**src/design/vsd_pkg.sv**
```systemverilog
// Shared types and constants for the varint64 stream decoder.
// Used by vsd_core, vsd_out_fifo, the top level and the checker.
package vsd_pkg;

    localparam longint unsigned MAX_BUFFER_BYTES = 64'd1048575;
    localparam logic [19:0] CONSUMED_CAP =
        (MAX_BUFFER_BYTES < 64'hFFFFF) ? 20'(MAX_BUFFER_BYTES) : 20'hFFFFF;

    localparam logic [15:0] LIMIT_RESET  = 16'hFFFF;
    localparam logic        KIND_VALUE   = 1'b0;
    localparam logic        KIND_SUMMARY = 1'b1;
    localparam logic [3:0]  LEN_NINE     = 4'd9;
    localparam logic [3:0]  SEVEN_BIT_BYTES = 4'd8;

    localparam int          FIFO_DEPTH = 4;
    localparam int          FIFO_AW    = $clog2(FIFO_DEPTH);

    typedef struct packed {
        logic               kind;
        logic signed [63:0] value;
        logic [3:0]         len;
        logic [15:0]        count;
        logic [19:0]        consumed;
        logic               trunc;
        logic               last;
    } t_result;

    typedef struct packed {
        logic    v0;
        logic    v1;
        t_result r0;
        t_result r1;
    } t_push;

endpackage

```
**src/design/vsd_core.sv**
```systemverilog
// Input register, varint accumulation state and per-byte result formation.
// Depends on vsd_pkg; pushes up to two results per byte into vsd_out_fifo.
module vsd_core (
    input  logic           i_clk,
    input  logic           i_rst_n,
    input  logic           i_valid,
    output logic           o_ready,
    input  logic [7:0]     i_data_byte,
    input  logic           i_buffer_end,
    input  logic           i_cfg_we,
    input  logic [15:0]    i_cfg_wdata,
    input  logic           i_room,
    output vsd_pkg::t_push o_push
);
    import vsd_pkg::*;

    logic        r_in_valid;
    logic [7:0]  r_byte;
    logic        r_end;
    logic [63:0] r_acc;
    logic [3:0]  r_biv;
    logic [15:0] r_cnt;
    logic [19:0] r_cons;
    logic [15:0] r_limit;

    logic [63:0] n_acc;
    logic [3:0]  n_biv;
    logic [15:0] n_cnt;
    logic [19:0] n_cons;

    logic        fire;
    logic        done;
    logic [3:0]  len;
    logic [5:0]  shamt;
    logic [20:0] cons_sum;
    logic [63:0] acc_upd;

    assign fire    = r_in_valid && i_room;
    assign o_ready = !r_in_valid || i_room;
    assign shamt   = {r_biv[2:0], 3'b000} - {3'b000, r_biv[2:0]};

    always_comb begin
        n_acc    = r_acc;
        n_biv    = r_biv;
        n_cnt    = r_cnt;
        n_cons   = r_cons;
        done     = 1'b0;
        len      = '0;
        acc_upd  = r_acc;
        cons_sum = '0;
        o_push   = '0;
        if (r_cnt < r_limit) begin
            if (r_biv < SEVEN_BIT_BYTES) begin
                acc_upd = r_acc | ({57'b0, r_byte[6:0]} << shamt);
                len     = r_biv + 4'd1;
                done    = !r_byte[7];
                n_biv   = len;
            end else begin
                acc_upd = r_acc | {r_byte, 56'b0};
                len     = LEN_NINE;
                done    = 1'b1;
            end
            n_acc = acc_upd;
            if (done) begin
                cons_sum = {1'b0, r_cons} + 21'(len);
                n_cnt    = r_cnt + 16'd1;
                n_cons   = (cons_sum > {1'b0, CONSUMED_CAP}) ? CONSUMED_CAP : cons_sum[19:0];
                n_acc    = '0;
                n_biv    = '0;
                o_push.v0          = 1'b1;
                o_push.r0.kind     = KIND_VALUE;
                o_push.r0.value    = acc_upd;
                o_push.r0.len      = len;
                o_push.r0.count    = n_cnt;
                o_push.r0.consumed = n_cons;
                o_push.r0.trunc    = 1'b0;
                o_push.r0.last     = !r_end;
            end
        end
        if (r_end) begin
            if (done) begin
                o_push.v1          = 1'b1;
                o_push.r1.kind     = KIND_SUMMARY;
                o_push.r1.count    = n_cnt;
                o_push.r1.consumed = n_cons;
                o_push.r1.trunc    = (n_biv != 4'd0);
                o_push.r1.last     = 1'b1;
            end else begin
                o_push.v0          = 1'b1;
                o_push.r0.kind     = KIND_SUMMARY;
                o_push.r0.count    = n_cnt;
                o_push.r0.consumed = n_cons;
                o_push.r0.trunc    = (n_biv != 4'd0);
                o_push.r0.last     = 1'b1;
            end
            n_acc  = '0;
            n_biv  = '0;
            n_cnt  = '0;
            n_cons = '0;
        end
        if (!fire) begin
            o_push.v0 = 1'b0;
            o_push.v1 = 1'b0;
        end
    end

    always_ff @(posedge i_clk) begin
        if (!i_rst_n) begin
            r_in_valid <= 1'b0;
            r_acc      <= '0;
            r_biv      <= '0;
            r_cnt      <= '0;
            r_cons     <= '0;
            r_limit    <= LIMIT_RESET;
        end else begin
            if (o_ready) begin
                r_in_valid <= i_valid;
            end
            if (fire) begin
                r_acc  <= n_acc;
                r_biv  <= n_biv;
                r_cnt  <= n_cnt;
                r_cons <= n_cons;
            end
            if (i_cfg_we) begin
                r_limit <= i_cfg_wdata;
            end
        end
    end

    always_ff @(posedge i_clk) begin
        if (o_ready && i_valid) begin
            r_byte <= i_data_byte;
            r_end  <= i_buffer_end;
        end
    end

endmodule

```
**src/design/vsd_out_fifo.sv**
```systemverilog
// Result queue: takes up to two results per cycle, delivers one per request.
// Depends on vsd_pkg for the result and push types.
module vsd_out_fifo (
    input  logic             i_clk,
    input  logic             i_rst_n,
    input  vsd_pkg::t_push   i_push,
    output logic             o_room,
    output logic             o_valid,
    input  logic             i_ready,
    output vsd_pkg::t_result o_result
);
    import vsd_pkg::*;

    t_result              r_mem [FIFO_DEPTH];
    logic [FIFO_AW-1:0]   r_wr;
    logic [FIFO_AW-1:0]   r_rd;
    logic [FIFO_AW:0]     r_count;
    logic [FIFO_AW-1:0]   wr_next;
    logic [FIFO_AW:0]     n_push;
    logic                 pop;

    assign o_valid  = (r_count != '0);
    assign pop      = o_valid && i_ready;
    assign o_room   = (r_count <= (FIFO_AW+1)'(FIFO_DEPTH - 2));
    assign o_result = r_mem[r_rd];
    assign wr_next  = r_wr + {{(FIFO_AW-1){1'b0}}, 1'b1};
    assign n_push   = (FIFO_AW+1)'(i_push.v0) + (FIFO_AW+1)'(i_push.v1);

    always_ff @(posedge i_clk) begin
        if (!i_rst_n) begin
            r_wr    <= '0;
            r_rd    <= '0;
            r_count <= '0;
        end else begin
            r_wr    <= r_wr + n_push[FIFO_AW-1:0];
            r_count <= r_count + n_push - (FIFO_AW+1)'(pop);
            if (pop) begin
                r_rd <= r_rd + {{(FIFO_AW-1){1'b0}}, 1'b1};
            end
        end
    end

    always_ff @(posedge i_clk) begin
        if (i_push.v0) begin
            r_mem[r_wr] <= i_push.r0;
        end
        if (i_push.v1) begin
            r_mem[wr_next] <= i_push.r1;
        end
    end

endmodule

```
**src/design/varint64_stream_decoder_top.sv**
```systemverilog
// Varint64 stream decoder, top level.
// Depends on vsd_pkg, vsd_core and vsd_out_fifo.
//
// Usage:
//   Input channel (i_valid/o_ready) carries one byte of an encoded buffer per
//   request, with i_buffer_end high on the last byte of the buffer.
//   Output channel (o_valid/i_ready) carries one result per request: either a
//   decoded value with its length, or an end-of-buffer summary with the value
//   count, bytes of complete varints and a truncation flag.
//   i_cfg_we writes i_cfg_wdata into the value limit; write it only while idle.
// Path: an accepted byte is registered in the input register and decoded from
//   there; its results are written into the result queue, which offers them.
// Throughput: one byte per cycle while the result queue has room, set by the
//   single decode stage. A byte that both ends a varint and a buffer yields
//   two results; the four-entry result queue absorbs this.
// Reset: synchronous, active low; clears the decode state and the queue and
//   sets the value limit to 65535.
// Stall: while i_ready is low, results wait in the queue; o_ready drops while
//   a byte waits in the input register and the queue cannot take two more.
module varint64_stream_decoder_top (
    input  logic               i_clk,
    input  logic               i_rst_n,
    input  logic               i_valid,
    output logic               o_ready,
    input  logic [7:0]         i_data_byte,
    input  logic               i_buffer_end,
    input  logic               i_cfg_we,
    input  logic [15:0]        i_cfg_wdata,
    output logic               o_valid,
    input  logic               i_ready,
    output logic               o_result_kind,
    output logic signed [63:0] o_decoded_value,
    output logic [3:0]         o_value_length,
    output logic [15:0]        o_values_in_buffer,
    output logic [19:0]        o_bytes_consumed,
    output logic               o_truncated,
    output logic               o_last_of_run
);
    import vsd_pkg::*;

    t_push   push;
    t_result result;
    logic    room;

    vsd_core u_core (
        .i_clk        (i_clk),
        .i_rst_n      (i_rst_n),
        .i_valid      (i_valid),
        .o_ready      (o_ready),
        .i_data_byte  (i_data_byte),
        .i_buffer_end (i_buffer_end),
        .i_cfg_we     (i_cfg_we),
        .i_cfg_wdata  (i_cfg_wdata),
        .i_room       (room),
        .o_push       (push)
    );

    vsd_out_fifo u_fifo (
        .i_clk    (i_clk),
        .i_rst_n  (i_rst_n),
        .i_push   (push),
        .o_room   (room),
        .o_valid  (o_valid),
        .i_ready  (i_ready),
        .o_result (result)
    );

    assign o_result_kind      = result.kind;
    assign o_decoded_value    = result.value;
    assign o_value_length     = result.len;
    assign o_values_in_buffer = result.count;
    assign o_bytes_consumed   = result.consumed;
    assign o_truncated        = result.trunc;
    assign o_last_of_run      = result.last;

endmodule

```
**config.mk**
```make
export PLATFORM = sky130hd
export DESIGN_NAME = varint64_stream_decoder_top
export DESIGN_NICKNAME = d
export VERILOG_FILES = /design/src/design/vsd_pkg.sv /design/src/design/vsd_core.sv /design/src/design/vsd_out_fifo.sv /design/src/design/varint64_stream_decoder_top.sv
export SDC_FILE = /design/constraint.sdc
export NUM_CORES = 1
export LEC_CHECK = 0
export BUFFER_PORTS_ARGS = -buffer_cell sky130_fd_sc_hd__buf_2
export CAP_MARGIN = 5
export CELL_PAD_IN_SITES_DETAIL_PLACEMENT = 1
export CELL_PAD_IN_SITES_GLOBAL_PLACEMENT = 1
export CORE_MARGIN = 2
export CORE_UTILIZATION = 30
export DETAILED_ROUTE_END_ITERATION = 10
export PLACE_DENSITY_LB_ADDON = 0.1
export SYNTH_ARGS = -nofsm -noshare
export SYNTH_HDL_FRONTEND = slang
export SYNTH_SLANG_ARGS = --single-unit
```
**constraint.sdc**
```tcl
create_clock -name i_clk -period 4 [get_ports i_clk]
set_clock_uncertainty 0.2 [all_clocks]
set_input_delay 0.8 -clock i_clk [delete_from_list [all_inputs] [get_ports i_clk]]
set_output_delay 0.8 -clock i_clk [all_outputs]
set_load 0.03 [all_outputs]
```
==> impl_table.tex, run 1 <==
\begin{tabular}{lr}
\hline
Metric & Value \\
\hline
\multicolumn{2}{l}{\textbf{Status}} \\
\quad Run status & finished, final reports clean \\
\multicolumn{2}{l}{\textbf{Global routing}} \\
\quad Number of antenna violations at the first check in global routing & 0 \\
\quad Overflow after GRT & 0 \\
\quad First-pass GRT wire length & 150,000 um \\
\quad Via count of the first global-routing pass & $\sim$22,000 \\
\quad Largest net degree at the start of global routing & 83 \\
\quad Total track usage & 0.222 \\
\multicolumn{2}{l}{\textbf{Critical path}} \\
\quad Data required time at the worst endpoint & about 4.4 ns \\
\quad Worst flop-to-flop path startpoint & u\_core.r\_biv[0] \\
\quad Timing endpoint of the critical path & u\_fifo.r\_mem[1][99] \\
\quad Highest net fanout along the worst path & 9 \\
\quad Worst path slowest cell & xnor2\_1 \\
\quad Slowest Stage Delay on Critical Path & 0.78 ns \\
\quad Crit path arrival time & roughly 4.1 ns \\
\quad Kind of start point of the critical path & flip-flop \\
\quad Startpoint of the worst setup timing path & u\_core.r\_biv[0] \\
\quad End of the worst register-to-register path & u\_fifo.r\_mem[1][99] \\
\quad Depth of the worst register-to-register path & 9 \\
\quad Nature of the critical path endpoint & flip-flop \\
\quad Type of the worst setup path & reg2reg \\
\quad Setup slack of the worst register-to-register path & 0.28 ns \\
\quad Crit path cell chain & inv\_1 -> ha\_1 -> xnor2\_1 -> nand2\_1 -> o2bb2ai\_1 -> a221oi\_1 -> buf\_4 -> nor2\_1 -> a22o\_1 \\
\multicolumn{2}{l}{\textbf{Placed design}} \\
\quad HPWL after detailed placement & around 63,000 um \\
\quad Dpl cells & 3,552 \\
\quad Count of buffers from port buffering & about 140 \\
\quad Weighted congestion at the end of routability-driven global placement & around 0.79 \\
\quad Post-detailed-placement cell area & approximately 28,000 um2 \\
\quad Post-Place Worst Slack & approximately 0.31 ns \\
\multicolumn{2}{l}{\textbf{STA}} \\
\quad Post-route worst setup slack & 0.276 ns \\
\quad Shortest period the worst path allows & 3.72 ns \\
\quad Portion of the clock cycle consumed by the worst path in the final layout & 0.931 \\
\quad Setup Viol. Count Final & 0 \\
\quad Transition time at the pin with the least slew margin & 1.24 ns \\
\quad Slew margin rel. & 0.173 \\
\quad Final setup TNS & 0 ns \\
\quad Final-layout worst hold slack & 0.196 ns \\
\quad Setup repair after global routing missed its margin & false \\
\quad Endpoints failing hold & 0 \\
\quad Final count of pins violating max slew & 0 \\
\quad FMAX & 269 MHz \\
\multicolumn{2}{l}{\textbf{Yosys}} \\
\quad Synthesized flop and latch total & about 570 \\
\quad Async set or reset register ratio after synthesis & 0 \\
\quad Yosys Warn Count & 0 \\
\quad Post-synth EDFFs & 165 \\
\quad Netlist cell types & 77 \\
\quad Synthesized Nets & 2,446 \\
\quad Ys flop type & dfxtp\_1 \\
\quad Mapped Cells & 2,386 \\
\quad Post-Synthesis Mean Instance Area & around 11 um2 \\
\quad Netlist area before placement & 25,800 um2 \\
\quad Sequential-to-total area share from yosys stat & 0.503 \\
\multicolumn{2}{l}{\textbf{Drt}} \\
\quad Via Count & 21,187 \\
\quad Routed length per placed instance & 27.2 um \\
\quad Number of antenna-violating nets in the routed design & 0 \\
\quad Drt first-iter violations & 1,616 \\
\quad DR pass1 iterations & 5 \\
\quad Remaining routing DRC violations & 0 \\
\quad Post-detailed-routing wire length & 100,000 um \\
\quad Mean number of vias per cell & 5.76 \\
\multicolumn{2}{l}{\textbf{Floorplan}} \\
\quad Cell Rows & 107 \\
\quad Horizontal die dimension & 297 um \\
\quad Initial cell density of the core & 0.303 \\
\quad Die Y & 297 um \\
\quad Area of the core & approximately 85,000 um2 \\
\quad IO Pins & 139 \\
\quad Full die area & $\sim$88,000 um2 \\
\multicolumn{2}{l}{\textbf{Min path}} \\
\quad Classification of the worst-slack hold path & in2reg \\
\multicolumn{2}{l}{\textbf{Clocking}} \\
\quad Number of buffers added by the clock tree synthesis step & between 60 and 70 \\
\quad CTS root buffer & clkbuf\_16 \\
\quad Bufs on Longest Clock Path & 3 \\
\quad Clock transition time at the flip-flop clock pins of the worst setup and hold paths & 0.06 ns \\
\quad Hold-fix buffers, CTS & 0 \\
\quad Worst-skew pair later-pin latency & 0.62 ns \\
\quad H-tree depth & 3 \\
\quad Setup fix buffers added after clock tree synthesis & 0 \\
\quad Count of instances resized after the clock tree is built & 0 \\
\quad Total clock sinks & 567 \\
\quad TritonCTS clock tree & done \\
\multicolumn{2}{l}{\textbf{Layout}} \\
\quad Utilization after layout & 0.357 \\
\quad Area Overhead vs Synth & 17.8\% \\
\quad Final Cell Area & 30,400 um2 \\
\quad Nets@finish & 2,539 \\
\quad Diodes inserted & 0 \\
\quad Non-filler instance count after layout & 3,677 \\
\quad Fraction of layout cells with a size suffix above 1 & 0.201 \\
\multicolumn{2}{l}{\textbf{Power}} \\
\quad Power Total & 16.7 mW \\
\quad Max rail drop VDD & between 0.2 and 0.3 mV \\
\quad Power density over cell area & around 550 nW/um2 \\
\quad Static Leak & 10.8 nW \\
\multicolumn{2}{l}{\textbf{Run}} \\
\quad Max-cap viol count & 0 \\
\hline
\end{tabular}
==> Yosys cell counts (6+ instances only) <==
cell       number  area (um2)
inv_1          88         330
nand3b_1        6        45.0
nand3_1        92         460
a21oi_1        84         420
o21a_1         14         105
buf_1          14        52.6
nand4_1        19         119
buf_6           6        67.6
xor2_1          8        70.1
o32ai_1        46         403
nor3_1         30         150
and2_1         16         100
nor4_1          7        43.8
a22o_1         53         464
nor2b_1         6        37.5
o221ai_1       16         140
edfxtp_1      165        4950
o21ai_0       120         601
o2bb2ai_1     131        1150
mux2_2         11         124
nand2b_1       10        62.6
nand2_1       117         439
nor2_1        168         631
buf_2          50         250
a211oi_1        7        52.6
o31ai_1         6        45.0
o211ai_1       58         435
xnor2_1        12         105
a22oi_1         7        52.6
and3_1          8        50.1
a31oi_1        97         607
dfxtp_1       402        8050
mux4_2        108        2430
mux2i_1        22         220
o22ai_1        96         601
ha_1           28         350
clkbuf_1      148         556
a32o_1         29         290
==> cell usage in the layout (no fill, tap or decap), types with 12 or more instances in the layout <==
cell       count
a21oi_1       82
a22o_1        53
a31oi_1       97
a32o_1        29
and2_1        15
buf_12        21
buf_2        138
buf_4         86
clkbuf_1      15
clkbuf_16     74
clkinv_2      13
dfxtp_1      400
edfxtp_1     165
ha_1          28
inv_1         85
mux2i_1       22
mux4_2       108
nand2_1      114
nand3_1       92
nand4_1       19
nor2_1       167
nor3_1        28
o211ai_1      58
o21a_1        13
o21ai_0      119
o221ai_1      16
o22ai_1       96
o2bb2ai_1    131
o32ai_1       46
xnor2_1       12
==> registers in the layout, indices dropped and copies added (netlist names), named ones only <==
register	cells
u_fifo.r_mem	428
u_core.r_byte	8
u_core.r_biv	4
u_core.r_cons	20
u_fifo.r_wr	2
u_core.r_in_valid	1
u_core.r_acc	64
u_fifo.r_rd	2
u_core.r_cnt	16
u_core.r_end	1
u_fifo.r_count	3
u_core.r_limit	16
==> power by group <==
group / internal (mW) / leakage [nW] / switching [mW] / total (mW)
registers: 6.45 / 4.89 / 0.356 / 6.80
logic: 1.38 / 4.81 / 2.32 / 3.70
clock network: 3.63 / 1.10 / 2.61 / 6.24
total: 11.5 / 10.8 / 5.29 / 16.7
==> kinds of logic after synthesis <==
logic type | synth area share
compound gates | 0.226
flops | 0.503
buf+inv | 0.0500
xor+xnor | 0.00678
fa+ha+maj | 0.0151
simple gates | 0.0906
mux | 0.108
==> cell type report <==
| class | instances | area, um2 |
|---|---|---|
| multi-input cells | 1508 | 11700 |
| clock buffers | 99 | 2050 |
| clock inverters | 26 | 189 |
| fillers | 9298 | 54900 |
| well taps | 1144 | 1430 |
| flip-flops and latches | 567 | 13000 |
| repair buffers | 245 | 1760 |
| inverters | 88 | 330 |
==> worst max-delay path: cells and delay by family (launching register included) <==
kind	cells	cell delay [ns]
AO/OA/AOI/OAI	3	1.15
XOR/XNOR	1	0.78
flip-flops	1	0.41
buffers and inverters	2	0.33
adder cells (fa/ha/maj)	1	0.23
AND/OR/NAND/NOR	2	0.56
==> worst min path at each step <==
stage / startpoint / to / slack (ns) / cells past startpoint
detailed placement: u_fifo.r_mem[2][90] / u_fifo.r_mem[2][90] / 0.25 / 1
finish: i_data_byte[5] / u_core.r_byte[5] / 0.20 / 1
global placement: u_core.r_acc[52] / u_core.r_acc[52] / 0.23 / 2
global route: i_data_byte[2] / u_core.r_byte[2] / 0.17 / 1
CTS: i_data_byte[2] / u_core.r_byte[2] / 0.15 / 1
floorplan: u_core.r_acc[52] / u_core.r_acc[52] / 0.23 / 2
==> metal layers <==
| metal | global-route usage | vias to the layer above | share of wire |
|---|---|---|---|
| li1 | - | 9479 | - |
| met1 | 0.316 | 10982 | 0.48 |
| met2 | 0.349 | 598 | 0.45 |
| met5 | 0 | - | 0 |
| met3 | 0.0335 | 128 | 0.051 |
| met4 | 0.0659 | 0 | 0.022 |
Note: power is estimated with default switching activity, not from simulation.
==> inputs of run 2 (changes only) <==
- GPL_ROUTABILITY_DRIVEN: default -> 0
- clock period: 4 -> 3.9 ns (I/O delays scaled with it)
==> run 2 against run 1 <==
Net effect: sequential power grew 2%; design area grew 0.27%; register-to-register slack worse by 0.04 ns; non-clock buffer count up 5; sequential share of layout area down 0.12 points; total power is 3.6% higher; clock-buffer cell count is 1 higher; global-route usage about the same; via count hardly changed; setup slack worse by 0.035 ns; critical endpoint is now u_fifo.r_mem[1][17]; largest cell class unchanged; largest power group unchanged.
==> impl_table.tex, run 2 (synthesis gave the netlist of run 1 again) <==
\begin{tabular}{lr}
\hline
Metric & Value \\
\hline
\multicolumn{2}{l}{\textbf{Critical path}} \\
\quad Slowest Stage Delay on Critical Path & 0.47 ns (-0.31 ns) \\
\quad Depth of the worst register-to-register path & 10 (+1) \\
\quad Worst path slowest cell & mux2i\_1 \\
\quad End of the worst register-to-register path & u\_fifo.r\_mem[1][17] \\
\quad Worst flop-to-flop path startpoint & u\_core.r\_biv[0] \\
\quad Nature of the critical path endpoint & flip-flop \\
\quad Data required time at the worst endpoint & 4.03 ns (-0.33 ns) \\
\quad Logic depth of the worst path, buffers included & 10 (+1) \\
\quad Type of the worst setup path & reg2reg \\
\quad Most used cell, CP & ha\_1 \\
\quad Highest net fanout along the worst path & 9 (unchanged) \\
\quad Largest delay share family, worst path & compound AO/OA/AOI/OAI gates \\
\quad Setup slack of the worst register-to-register path & 0.24 ns (-0.04 ns) \\
\quad Crit path arrival time & 3.79 ns (-0.29 ns) \\
\quad Crit path cell chain & inv\_1 -> ha\_1 -> nor2b\_2 -> ha\_1 -> a21oi\_1 -> o21ai\_0 -> a41o\_1 -> nand4\_1 -> mux2i\_1 -> o22ai\_1 \\
\quad CP Buf/Inv Count & 1 (-1) \\
\quad Kind of start point of the critical path & flip-flop \\
\multicolumn{2}{l}{\textbf{Power}} \\
\quad Fraction of power spent switching nets & 0.311 (-0.00446) \\
\quad Sw Pwr & 5.40 mW (+2.1\%) \\
\quad Clock Power Share & 0.382 (+0.009) \\
\quad Internal power & 11.9 mW (+4.3\%) \\
\quad Static Leak & 10.8 nW (+0.33\%) \\
\quad Max rail drop VDD & 0.318 mV (+15\%) \\
\quad Combinational group share of total power & 0.217 (-0.004) \\
\quad Power share of the sequential group & 0.401 (-0.005) \\
\quad Power density over cell area & 568 nW/um2 (+3.3\%) \\
\multicolumn{2}{l}{\textbf{STA}} \\
\quad Shortest period the worst path allows & 3.66 ns (-0.0647 ns) \\
\quad Final setup TNS & 0 ns (unchanged) \\
\quad Transition time at the pin with the least slew margin & 0.896 ns (-0.341 ns) \\
\quad Setup Viol. Count Final & 0 (unchanged) \\
\quad FMAX & 273 MHz (+1.8\%) \\
\quad Final count of pins violating max slew & 0 (unchanged) \\
\quad Setup repair after global routing missed its margin & true \\
\quad Slew margin rel. & 0.403 (+0.230) \\
\quad Endpoints failing hold & 0 (unchanged) \\
\quad Final-layout worst hold slack & 0.155 ns (-0.0410 ns) \\
\quad Portion of the clock cycle consumed by the worst path in the final layout & 0.938 (+0.00729) \\
\multicolumn{2}{l}{\textbf{Drt}} \\
\quad Routed length per placed instance & 27.0 um (-0.52\%) \\
\quad Via Count & 21,197 (+0.047\%) \\
\quad DR pass1 iterations & 5 (unchanged) \\
\quad Mean number of vias per cell & 5.76 (about the same) \\
\quad Wire length on met3 & 5400 um (+6.2\%) \\
\quad Total routed wire length on the met1 layer & 47,500 um (-0.42\%) \\
\quad Detailed-routed wire length on met2 & 44,600 um (-0.82\%) \\
\quad Remaining routing DRC violations & 0 (unchanged) \\
\quad Drt first-iter violations & 1,568 (-3.0\%) \\
\quad Post-detailed-routing wire length & 99,600 um (-0.39\%) \\
\quad Top layer in use & met4 \\
\quad Number of antenna-violating nets in the routed design & 0 (unchanged) \\
\multicolumn{2}{l}{\textbf{Clocking}} \\
\quad H-tree depth & 3 (unchanged) \\
\quad Bufs on Longest Clock Path & 3 (unchanged) \\
\quad Total clock sinks & 567 (unchanged) \\
\quad Clock transition time at the flip-flop clock pins of the worst setup and hold paths & 0.06 ns (about the same) \\
\quad CTS root buffer & clkbuf\_16 \\
\quad Worst-skew pair later-pin latency & 0.61 ns (about the same) \\
\quad TritonCTS clock tree & done \\
\quad Setup fix buffers added after clock tree synthesis & 0 (unchanged) \\
\quad Number of buffers added by the clock tree synthesis step & 69 (unchanged) \\
\multicolumn{2}{l}{\textbf{Global routing}} \\
\quad Total track usage & 0.223 (+0.000317) \\
\quad First-pass GRT wire length & 151,000 um (+0.52\%) \\
\quad Via count of the first global-routing pass & 22,600 (+0.61\%) \\
\quad Number of antenna violations at the first check in global routing & 1 (+1) \\
\quad Overflow after GRT & 0 (unchanged) \\
\quad Largest net degree at the start of global routing & 61 (-27\%) \\
\multicolumn{2}{l}{\textbf{Floorplan}} \\
\quad Die Y & 297 um (unchanged) \\
\quad IO Pins & 139 (unchanged) \\
\quad Cell Rows & 107 (unchanged) \\
\quad Initial cell density of the core & 0.303 (unchanged) \\
\quad Horizontal die dimension & 297 um (unchanged) \\
\quad Full die area & 88,400 um2 (unchanged) \\
\quad Area of the core & 85,300 um2 (unchanged) \\
\multicolumn{2}{l}{\textbf{Min path}} \\
\quad Worst hold path stage count & 1 (unchanged) \\
\quad Classification of the worst-slack hold path & in2reg \\
\quad Worst hold start & i\_buffer\_end \\
\quad Hold path endpoint & u\_core.r\_end \\
\multicolumn{2}{l}{\textbf{Layout}} \\
\quad Most common library cell in the layout ignoring fill and taps & dfxtp\_1 \\
\quad Area Overhead vs Synth & 18.1\% \\
\quad Diodes inserted & 0 (unchanged) \\
\quad Largest register by flop count & u\_fifo.r\_mem \\
\quad Max FFs per register & 428 (unchanged) \\
\quad Nets@finish & 2,544 (+0.20\%) \\
\quad Most frequent cells in the layout & dfxtp\_1, nor2\_1, edfxtp\_1 \\
\quad Top Registers & u\_fifo.r\_mem x428, u\_core.r\_acc x64, u\_core.r\_cons x20 \\
\quad Fraction of layout cells with a size suffix above 1 & 0.204 (+0.00355) \\
\quad Utilization after layout & 0.358 (+0.000968) \\
\multicolumn{2}{l}{\textbf{Status}} \\
\quad Run status & finished, final reports clean \\
\multicolumn{2}{l}{\textbf{Placed design}} \\
\quad Count of buffers from port buffering & 138 (unchanged) \\
\quad HPWL after detailed placement & 63,200 um (+0.79\%) \\
\multicolumn{2}{l}{\textbf{Run}} \\
\quad Max-cap viol count & 0 (unchanged) \\
\hline
\end{tabular}
-- run 2: cell count changes in the layout (fill, tap and decap cells not counted), moves of 2 or more --
| cell | change |
|---|---|
| buf_12 | -5 |
| buf_4 | +10 |
| bufinv_16 | +4 |
| clkbuf_1 | +2 |
| clkinv_1 | -3 |
| clkinv_4 | -2 |
-- run 2: area by class of cell --
class / instances / area, um2
inverter: 88 / 330
fill: 9364 / 54800
clock buffer: 100 / 2030
tap: 1144 / 1430
timing repair buffer: 250 / 1730
multi-input combinational: 1508 / 11700
clock inverter: 25 / 282
sequential: 567 / 13000
-- run 2: worst max-delay path by stage --
stage	startpoint	end
detailed placement	u_core.r_biv[0]	u_fifo.r_mem[3][104]
finish	u_core.r_biv[0]	u_fifo.r_mem[1][17]
global route	u_core.r_biv[0]	u_fifo.r_mem[3][17]
CTS	u_core.r_limit[13]	u_fifo.r_mem[3][34]
global placement	u_core.r_limit[13]	u_fifo.r_mem[3][19]
floorplan	u_core.r_biv[1]	u_fifo.r_mem[0][7]
-- run 2: stage by stage --
step           area, um2  instances  setup WS, ns  total power [mW]
2_1_floorplan      25800       2386        0.0447              9.51
3_3_place_gp       28200       3557         0.274              10.8
3_5_place_dp       28200       3557         0.237              10.9
4_1_cts            30500       3682         0.223              17.6
5_1_grt            30500       3682      -0.00379              18.1
6_report           30500       3682         0.241              17.3
-- run 2: power by group through the flow --
stage / clock, mW / combinational [mW] / sequential [mW]
finish: 6.62 / 3.77 / 6.95
global route: 7.03 / 4.05 / 7.01
CTS: 6.78 / 3.84 / 6.95
detailed placement: 0 / 3.83 / 7.07
global placement: 0 / 3.78 / 7.03
floorplan: 0 / 2.61 / 6.89
-- run 2: repair_timing --
item | 4_1_cts | 5_1_grt
endpoints found under the setup margin | 0 | 38
resized for setup | 0 | 5
hold buffers | 0 | 0
-- run 2: worst register-to-register path: stages, from the launching register on --
cell	delay [ns]
dfxtp_1	0.45
inv_1	0.11
ha_1	0.33
nor2b_2	0.31
ha_1	0.30
a21oi_1	0.24
o21ai_0	0.17
a41o_1	0.45
nand4_1	0.20
mux2i_1	0.47
o22ai_1	0.17
-- run 2: metal layers --
layer / track usage / up-vias
met4: 0.0589 / 0
met3: 0.0446 / 141
met5: 0 / -
met1: 0.313 / 10969
li1: - / 9484
met2: 0.349 / 603
==> inputs of run 3 (changes only) <==
- CORE_ASPECT_RATIO: default -> 0.8
- CTS_CLUSTER_SIZE: default -> 16
==> run 3 against run 2 <==
Net effect: critical path depth shrank 1; global-route usage up 0.41 points; sequential share of layout area up 0.056 points; routed wire length rose by 2.1%; clock-buffer cell count decreased by 8; design area down 0.13%; first-iteration DRC count fell by 5.2%; via count rose by 1.6%; clock power down 0.9%; fmax decreased by 1.7%; non-clock buffer count rose by 1; critical path type unchanged.
==> impl_table.tex, run 3 (synthesis gave the netlist of run 1 again) <==
\begin{tabular}{lr}
\hline
Metric & Value \\
\hline
\multicolumn{2}{l}{\textbf{Power}} \\
\quad Power density over cell area & 569 nW/um2 (+0.10\%) \\
\quad Max rail drop VDD & 0.254 mV (-20\%) \\
\quad Power Total & 17.3 mW (about the same) \\
\quad Static Leak & 10.8 nW (about the same) \\
\multicolumn{2}{l}{\textbf{STA}} \\
\quad Shortest period the worst path allows & 3.72 ns (+0.0643 ns) \\
\quad Slew margin rel. & 0.207 (-0.196) \\
\quad Final count of pins violating max slew & 0 (unchanged) \\
\quad Transition time at the pin with the least slew margin & 1.19 ns (+0.290 ns) \\
\quad Final-layout worst hold slack & 0.126 ns (-0.0298 ns) \\
\quad Setup repair after global routing missed its margin & false \\
\quad Final setup TNS & 0 ns (unchanged) \\
\quad FMAX & 269 MHz (-1.7\%) \\
\quad Setup Viol. Count Final & 0 (unchanged) \\
\quad Endpoints failing hold & 0 (unchanged) \\
\quad Portion of the clock cycle consumed by the worst path in the final layout & 0.955 (+0.0165) \\
\multicolumn{2}{l}{\textbf{Critical path}} \\
\quad Timing endpoint of the critical path & u\_fifo.r\_mem[3][43] \\
\quad Highest net fanout along the worst path & 57 (+48) \\
\quad Type of the worst setup path & reg2reg \\
\quad Nature of the critical path endpoint & flip-flop \\
\quad Depth of the worst register-to-register path & 9 (-1) \\
\quad Kind of start point of the critical path & flip-flop \\
\quad Crit path arrival time & 4.00 ns (+0.21 ns) \\
\quad End of the worst register-to-register path & u\_fifo.r\_mem[3][43] \\
\quad Setup slack of the worst register-to-register path & 0.18 ns (-0.06 ns) \\
\quad Data required time at the worst endpoint & 4.17 ns (+0.14 ns) \\
\quad Worst flop-to-flop path startpoint & u\_core.r\_cnt[11] \\
\quad Startpoint of the worst setup timing path & u\_core.r\_cnt[11] \\
\multicolumn{2}{l}{\textbf{Layout}} \\
\quad Area Overhead vs Synth & 18.0\% \\
\quad Number of filler cells placed in the layout & 9,286 (-0.83\%) \\
\quad Max FFs per register & 428 (unchanged) \\
\quad Top Registers & u\_fifo.r\_mem x428, u\_core.r\_acc x64, u\_core.r\_cons x20 \\
\quad Nets@finish & 2,544 (unchanged) \\
\quad Most frequent cells in the layout & dfxtp\_1, nor2\_1, edfxtp\_1 \\
\quad Most common library cell in the layout ignoring fill and taps & dfxtp\_1 \\
\quad Largest register by flop count & u\_fifo.r\_mem \\
\quad Non-filler instance count after layout & 3,662 (-0.54\%) \\
\quad Final Cell Area & 30,500 um2 (-0.13\%) \\
\quad Fraction of layout cells with a size suffix above 1 & 0.204 (+0.000322) \\
\multicolumn{2}{l}{\textbf{Global routing}} \\
\quad Largest net degree at the start of global routing & 84 (+38\%) \\
\quad Met1 GRT Util & 0.343 (+0.0298) \\
\quad Met3 Resource Use GR & 0.0310 (-0.0137) \\
\quad Via count of the first global-routing pass & 22,332 (-1.2\%) \\
\quad Fraction of met2 tracks used by global routing & 0.337 (-0.0120) \\
\quad Number of antenna violations at the first check in global routing & 2 (+1) \\
\quad Peak-usage layer in the global routing report & met1 \\
\quad Overflow after GRT & 0 (unchanged) \\
\quad First-pass GRT wire length & 151,000 um (+0.54\%) \\
\quad Total track usage & 0.227 (+0.00411) \\
\multicolumn{2}{l}{\textbf{Drt}} \\
\quad Mean number of vias per cell & 5.88 (+2.2\%) \\
\quad Via Count & 21,544 (+1.6\%) \\
\quad Post-detailed-routing wire length & 102,000 um (+2.1\%) \\
\quad DR pass1 iterations & 5 (unchanged) \\
\quad Number of antenna-violating nets in the routed design & 0 (unchanged) \\
\quad Routed length per placed instance & 27.8 um (+2.6\%) \\
\quad Remaining routing DRC violations & 0 (unchanged) \\
\quad Drt first-iter violations & 1,487 (-5.2\%) \\
\multicolumn{2}{l}{\textbf{Floorplan}} \\
\quad Cell Rows & 96 (-10\%) \\
\quad Die Y & 266 um (-10\%) \\
\quad Area of the core & 85,500 um2 (+0.28\%) \\
\quad Initial cell density of the core & 0.302 (-0.000855) \\
\quad IO Pins & 139 (unchanged) \\
\quad Full die area & 88,500 um2 (about the same) \\
\quad Horizontal die dimension & 332 um (+12\%) \\
\multicolumn{2}{l}{\textbf{Status}} \\
\quad Run status & finished, final reports clean \\
\multicolumn{2}{l}{\textbf{Clocking}} \\
\quad Number of buffers added by the clock tree synthesis step & 68 (-1.4\%) \\
\quad Total clock sinks & 567 (unchanged) \\
\quad Bufs on Longest Clock Path & 3 (unchanged) \\
\quad H-tree depth & 3 (unchanged) \\
\quad TritonCTS clock tree & done \\
\quad Worst-skew pair later-pin latency & 0.64 ns (+0.03 ns) \\
\quad Clock transition time at the flip-flop clock pins of the worst setup and hold paths & 0.06 ns (about the same) \\
\quad Hold-fix buffers, CTS & 0 (unchanged) \\
\quad CTS root buffer & clkbuf\_16 \\
\multicolumn{2}{l}{\textbf{Placed design}} \\
\quad HPWL after detailed placement & 63,200 um (+0.14\%) \\
\quad Dpl cells & 3,541 (-0.45\%) \\
\quad Count of buffers from port buffering & 138 (unchanged) \\
\quad Post-detailed-placement cell area & 28,200 um2 (about the same) \\
\multicolumn{2}{l}{\textbf{Min path}} \\
\quad Classification of the worst-slack hold path & in2reg \\
\multicolumn{2}{l}{\textbf{Run}} \\
\quad Max-cap viol count & 0 (unchanged) \\
\hline
\end{tabular}
[run 3: worst max-delay path, stage by stage, from the launching register on]
cell	delay, ns
dfxtp_1	0.42
ha_1	0.33
o21ai_0	0.10
or2_2	0.36
o311a_4	0.20
a2111oi_4	0.39
buf_4	0.76
or3_4	0.42
buf_12	0.24
o32ai_1	0.10
[run 3: routing by layer]
metal / wire length, um / vias up
met5: 0 / -
met1: 50800 / 11286
li1: - / 9484
met2: 43400 / 636
met4: 2040 / 0
met3: 5310 / 138
[run 3: timing repair]
item / CTS / global route
gates resized for setup: 0 / 1
setup endpoints to repair: 0 / 17
buffers inserted: 0 / 0
endpoints found under the hold margin: 0 / 0
[run 3: report_power, final]
| part | leakage, nW | switching [mW] | internal (mW) |
|---|---|---|---|
| combinational | 4.83 | 2.41 | 1.39 |
| clock | 1.12 | 2.68 | 3.88 |
| sequential | 4.89 | 0.355 | 6.61 |
[run 3: through the flow]
step / util / setup WS [ns]
after global placement: 0.330 / 0.210
after global routing: 0.356 / 0.00783
after CTS: 0.356 / 0.0923
after floorplan: - / 0.0447
final: 0.356 / 0.176
after detailed placement: 0.330 / 0.110
[run 3: cell type report]
| cell class | instances | area [um2] | share of cell area |
|---|---|---|---|
| Sequential cell | 567 | 13000 | 0.427 |
| Multi-Input combinational cell | 1508 | 11700 | 0.383 |
| Clock buffer | 92 | 1970 | 0.0646 |
| Timing Repair Buffer | 251 | 1780 | 0.0583 |
| Tap cell | 1127 | 1410 | 0.0463 |
| Inverter | 88 | 330 | 0.0108 |
| Clock inverter | 28 | 304 | 0.00998 |
| Antenna cell | 1 | 2.50 | 0.0000821 |
[run 3: how the worst min path moves through the flow]
stage                              startpoint                  end  slack [ns]  depth (start not counted)
after floorplan              u_core.r_acc[52]     u_core.r_acc[52]        0.23                          2
final                            i_buffer_end         u_core.r_end        0.13                          1
after detailed placement  u_fifo.r_mem[1][45]  u_fifo.r_mem[1][45]        0.25                          1
after global routing             i_buffer_end         u_core.r_end        0.09                          1
after global placement       u_core.r_acc[52]     u_core.r_acc[52]        0.23                          2
after CTS                        i_buffer_end         u_core.r_end        0.08                          1
